## config.mk

```make
export PLATFORM = sky130hd
export DESIGN_NAME = dga_cost_lut
export DESIGN_NICKNAME = d
export VERILOG_FILES = /design/src/rtl/dga_pkg.sv /design/src/rtl/dga_cost_lut.sv
export SDC_FILE = /design/constraint.sdc
export NUM_CORES = 1
export LEC_CHECK = 0
export ABC_AREA = 1
export BUFFER_PORTS_ARGS = -buffer_cell sky130_fd_sc_hd__buf_2
export CAP_MARGIN = 20
export CORE_ASPECT_RATIO = 1.2
export CORE_MARGIN = 5
export CORE_UTILIZATION = 62
export CTS_CLUSTER_SIZE = 8
export DETAILED_ROUTE_END_ITERATION = 16
export MAX_ROUTING_LAYER = met4
export PLACE_DENSITY = 0.9
export SYNTH_ARGS = -nofsm -noshare
export SYNTH_HDL_FRONTEND = slang
export SYNTH_SLANG_ARGS = --single-unit
```

## constraint.sdc

```tcl
create_clock -name clk_i -period 3.6 [get_ports clk_i]
set_clock_uncertainty 0.2 [all_clocks]
set_input_delay 0.72 -clock clk_i [delete_from_list [all_inputs] [get_ports clk_i]]
set_output_delay 0.72 -clock clk_i [all_outputs]
set_load 0.02 [all_outputs]
```

## src/rtl/dga_pkg.sv

```systemverilog
// ----------------------------------------------------------------------------
// dga_pkg
// types and constants shared by the alignment core and its cost lookup
// ----------------------------------------------------------------------------
package dga_pkg;

  localparam int unsigned BaseW = 2;
  localparam int unsigned SymW  = 3;
  localparam int unsigned CostW = 14;
  localparam int unsigned CfgW  = 8;
  localparam int unsigned CfgIdxW = 3;
  localparam int unsigned NumCfg = 7;
  localparam logic [SymW-1:0] GapSym = 3'd4;
  localparam logic [CostW-1:0] CostMax = 14'h3fff;

  typedef enum logic [1:0] {
    REQ_LOAD_FIRST  = 2'd0,
    REQ_LOAD_SECOND = 2'd1,
    REQ_RUN         = 2'd2,
    REQ_NONE        = 2'd3
  } req_e;

  typedef enum logic [CfgIdxW-1:0] {
    CFG_GAP = 3'd0,
    CFG_AC  = 3'd1,
    CFG_AG  = 3'd2,
    CFG_AT  = 3'd3,
    CFG_CG  = 3'd4,
    CFG_CT  = 3'd5,
    CFG_GT  = 3'd6,
    CFG_UNUSED = 3'd7
  } cfg_e;

  typedef enum logic [3:0] {
    ST_IDLE,
    ST_FILL_TOP,
    ST_FILL_COL,
    ST_FILL_RD,
    ST_FILL_WR,
    ST_TB_RD,
    ST_TB_RD2,
    ST_TB_RD3,
    ST_TB_DEC,
    ST_TAIL
  } state_e;

  typedef struct packed {
    logic [1:0]       req_type;
    logic [BaseW-1:0] base;
  } in_req_t;

  typedef struct packed {
    logic [SymW-1:0]  top_symbol;
    logic [SymW-1:0]  bottom_symbol;
    logic             column_valid;
    logic [CostW-1:0] total_cost;
    logic             last;
  } out_req_t;

endpackage

```

## src/rtl/dga_cost_lut.sv

```systemverilog
// ----------------------------------------------------------------------------
// dga_cost_lut
// pair cost registers and lookup of the mismatch cost of two bases
// ----------------------------------------------------------------------------
module dga_cost_lut (
  input  logic                         clk_i,
  input  logic                         rst_ni,
  input  logic                         cfg_we_i,
  input  logic [dga_pkg::CfgIdxW-1:0]  cfg_idx_i,
  input  logic [dga_pkg::CfgW-1:0]     cfg_data_i,
  input  logic [dga_pkg::BaseW-1:0]    x_i,
  input  logic [dga_pkg::BaseW-1:0]    y_i,
  output logic [dga_pkg::CfgW-1:0]     gap_o,
  output logic [dga_pkg::CfgW-1:0]     pair_o
);

  logic [dga_pkg::CfgW-1:0] cost_q [dga_pkg::NumCfg];
  logic [dga_pkg::BaseW-1:0] lo, hi;

  always_ff @(posedge clk_i or negedge rst_ni) begin
    if (!rst_ni) begin
      cost_q[0] <= 8'd30;
      cost_q[1] <= 8'd110;
      cost_q[2] <= 8'd48;
      cost_q[3] <= 8'd94;
      cost_q[4] <= 8'd118;
      cost_q[5] <= 8'd48;
      cost_q[6] <= 8'd110;
    end else if (cfg_we_i && cfg_idx_i != dga_pkg::CFG_UNUSED) begin
      cost_q[cfg_idx_i] <= cfg_data_i;
    end
  end

  assign gap_o = cost_q[dga_pkg::CFG_GAP];

  always_comb begin
    lo = (x_i < y_i) ? x_i : y_i;
    hi = (x_i < y_i) ? y_i : x_i;
    pair_o = '0;
    if (lo != hi) begin
      case ({lo, hi})
        4'b0001: pair_o = cost_q[dga_pkg::CFG_AC];
        4'b0010: pair_o = cost_q[dga_pkg::CFG_AG];
        4'b0011: pair_o = cost_q[dga_pkg::CFG_AT];
        4'b0110: pair_o = cost_q[dga_pkg::CFG_CG];
        4'b0111: pair_o = cost_q[dga_pkg::CFG_CT];
        default: pair_o = cost_q[dga_pkg::CFG_GT];
      endcase
    end
  end

endmodule

```

==> impl_metrics.json <==
{
  "clock_tree.htree_level_count": 2,
  "p_leak_uw": 0.00145,
  "postRouteWirelength_um": 5950,
  "timing.final.crit_period_ns": 3.29,
  "post-synth-top-area-cell": "dfstp_2",
  "status": "complete, no violations",
  "power.switching_fraction_pct": 30.6,
  "row_count": 26,
  "synthesis_stage_register_bit_count": 56,
  "holdBufCountCts": 0,
  "clockBufferDepth": 2,
  "groute.usage.overall_pct": 23.3,
  "netlist_instances": 324,
  "design.die.area_sq_mm": 0.00585,
  "layout.cells.non_filler": 406,
  "via_count": 2241,
  "synthesis.area_per_instance_sq_um": 8.44,
  "worstPathMaxFanout": 16,
  "rsz0062_at_grt": "no",
  "ctsResizeCount": 0,
  "final_clock_period_utilization_by_the_worst_path_pct": 91.3,
  "timing.slew.headroom_pct": 36.9,
  "detail_route.iter0.violations": 138,
  "power_frac_comb_pct": 22.0,
  "max_cap_violations": 0,
  "number_of_antenna_violations_at_the_first_check_in_global_routing": 0,
  "power_share_of_the_clock_group_pct": 22.4,
  "clk_pin_slew_ns": 0.09,
  "post_synth_main_area_contributors": "dfstp_2 (27%), dfrtp_1 (26%), nand2_1 (14%)",
  "syn_to_final_growth_pct": 8.46,
  "critical_path.startpoint_type": "input port",
  "setup_viol": 0,
  "pins_over_their_slew_limit": 0,
  "grt_first_pass_wirelength_um": 10300,
  "worst_skew_pair.late_latency_ns": 0.30,
  "synthesis.area_sq_mm": 0.00274,
  "core_area_sq_mm": 0.00426,
  "part_of_the_total_power_dissipated_in_sequential_elements_pct": 55.6,
  "setup-tns-final_ns": 0,
  "synth.net_count": 346,
  "post_route_cells_drive_above_1_share_pct": 25.1,
  "synthDominantCellAreaShare_pct": 26.9,
  "critical_path_data_required_time_ns": 2.68,
  "chipWidth_um": 70.6,
  "io_buffers": 33,
  "ys_seq_area_share_pct": 52.5,
  "dp_hpwl_um": 4390,
  "cts_tree": "done",
  "nFillCells": 332,
  "cts-root-buf": "clkbuf_8",
  "remaining_drc_errors": 0,
  "initial_drt_pass_iterations": 4,
  "place_inst": 398,
  "power-per-cell-area_mw_per_mm2": 518,
  "tritoncts.num_buffers": 5,
  "vias_per_instance": 5.52,
  "postRouteAntennaNets": 0,
  "classification_of_the_worst_slack_hold_path": "register to register",
  "arrival_ns": 2.37,
  "count_of_inserted_antenna_diode_cells": 0,
  "count_of_endpoints_failing_hold_in_the_final_timing_report": 0,
  "timing_worst_slew_pin_value_ns": 0.946,
  "routedWlPerCell_um": 14.7,
  "finalNetCount": 371,
  "io-pin-count": 34,
  "synth.distinct_cells": 23,
  "endpoint_kind": "output pin",
  "critical_path.slowest_cell": "ha_1",
  "grt_start_max_net_pins": 45,
  "power.switching_uw": 471,
  "path_cells": "buf_2, inv_1, ha_1, inv_2, nand2_4, nand3_2, nand3_4, inv_2, nand2_2, nand2_4, nand2_1, nor2_1, a21oi_2, buf_2",
  "critical_path.max_stage_delay_ns": 0.33,
  "timing.fmax_ghz": 0.304,
  "first_global_vias": 2276,
  "initial_utilization_pct": 64.2,
  "globalRoute.totalOverflow": 0,
  "cts.repair_timing.setup_buffer_count": 0,
  "clock_sink_count": 56,
  "die-height_um": 82.8,
  "gpl.final_weighted_congestion": 0.890,
  "vdd_ir_drop_max_v": 0.000342,
  "internal_dissipation_uw": 1070,
  "ys_warn_count": 0,
  "category_of_the_critical_setup_timing_path": "input port to output pin"
}
[logic make-up (layout without fill, tap and decap cells)]
family	count (synthesis)	in the layout	share of synthesized area, %
compound gates	73	73	14.4
fa+ha+maj	4	4	1.83
buf+inv	41	67	7.14
flops	56	56	52.5
simple gates	150	150	24.1
[synthesized netlist by cell type]
library cell	count
nand2_4	2
ha_1	4
nand3_4	1
buf_8	1
o21ai_0	56
nor2_2	1
a22oi_1	7
dfrtp_1	28
nor2_4	3
buf_4	8
nand4_1	2
a21oi_2	1
nand3_2	2
nand2_2	3
nand3_1	14
o21ai_1	7
nand2_1	103
inv_1	20
nor2_1	19
clkbuf_1	7
dfstp_2	28
inv_2	5
o21ai_2	2
[sequential cells by signal, summed over array words and instances (netlist names)]
signal and count:
cost_q 48, gap_o 8
[worst max-delay path, delay by kind of cell]
| family | cells | cell delay, ns |
|---|---|---|
| AO/OA/AOI/OAI | 1 | 0.07 |
| AND/OR/NAND/NOR | 7 | 0.73 |
| adder cells (fa/ha/maj) | 1 | 0.33 |
| buffers and inverters | 5 | 0.50 |
[metrics by stage]
stage | hold WS [ns] | power (uW) | area (sq um) | utilization, % | setup slack [ns]
4_1_cts | 0.292 | 1540 | 2970 | 69.6 | 0.311
6_report | 0.287 | 1540 | 2970 | 69.6 | 0.314
3_3_place_gp | 0.263 | 1180 | 2880 | 67.5 | 0.369
2_1_floorplan | 0.224 | 1110 | 2740 | - | 0.574
5_1_grt | 0.310 | 1630 | 2970 | 69.6 | 0.148
3_5_place_dp | 0.269 | 1200 | 2880 | 67.5 | 0.316
[worst paths after layout]
| check | from | to | slack (ns) | cells past startpoint |
|---|---|---|---|---|
| max | x_i[1] | pair_o[6] | 0.31 | 14 |
| max in group asynchronous | rst_ni | cost_q[43] | 2.04 | 2 |
| min | gap_o[6] | gap_o[6] | 0.29 | 2 |
| min reg2reg | gap_o[6] | gap_o[6] | 0.29 | 2 |
| max reg2reg | cost_q[6] | cost_q[6] | 2.61 | 2 |
| min in group asynchronous | rst_ni | gap_o[6] | 0.35 | 1 |
[power by group through the flow]
| stage | Combinational (uW) | Clock [uW] | Sequential (uW) |
|---|---|---|---|
| 5_1_grt | 388 | 372 | 870 |
| 4_1_cts | 342 | 349 | 853 |
| 6_report | 338 | 344 | 854 |
| 3_5_place_dp | 341 | 0 | 863 |
| 2_1_floorplan | 267 | 0 | 845 |
| 3_3_place_gp | 325 | 0 | 856 |
[metal layers]
metal  GRT usage, %  part of all wire, %  vias to the layer above
li1               -                    -                     1094
met1           24.7                   38                     1077
met2           42.8                   56                       50
met3           3.15                  2.5                       20
met4           12.2                  3.4                        0
met5              -                    0                        -
[cell usage in the layout (no fill, tap or decap), types with 2 or more instances in the layout]
cell,instances
ha_1,4
clkbuf_8,6
clkbuf_1,2
nand4_1,2
inv_1,20
a22oi_1,7
o21ai_2,2
dfstp_2,28
buf_2,33
o21ai_0,56
nor2_4,3
inv_2,5
nand2_2,3
nand3_2,2
dfrtp_1,28
nand2_1,103
nor2_1,19
nand2_4,2
o21ai_1,7
nand3_1,14
[layout make-up]
class | count | area, sq um | share of cell area [%]
sequential | 56 | 1440 | 48.4
multi-input combinational | 227 | 1100 | 37.2
timing repair buffer | 34 | 173 | 5.82
inverter | 25 | 93.8 | 3.16
clock buffer | 8 | 90.1 | 3.04
tap | 56 | 70.1 | 2.36
Power figures use the tool's default switching activity.
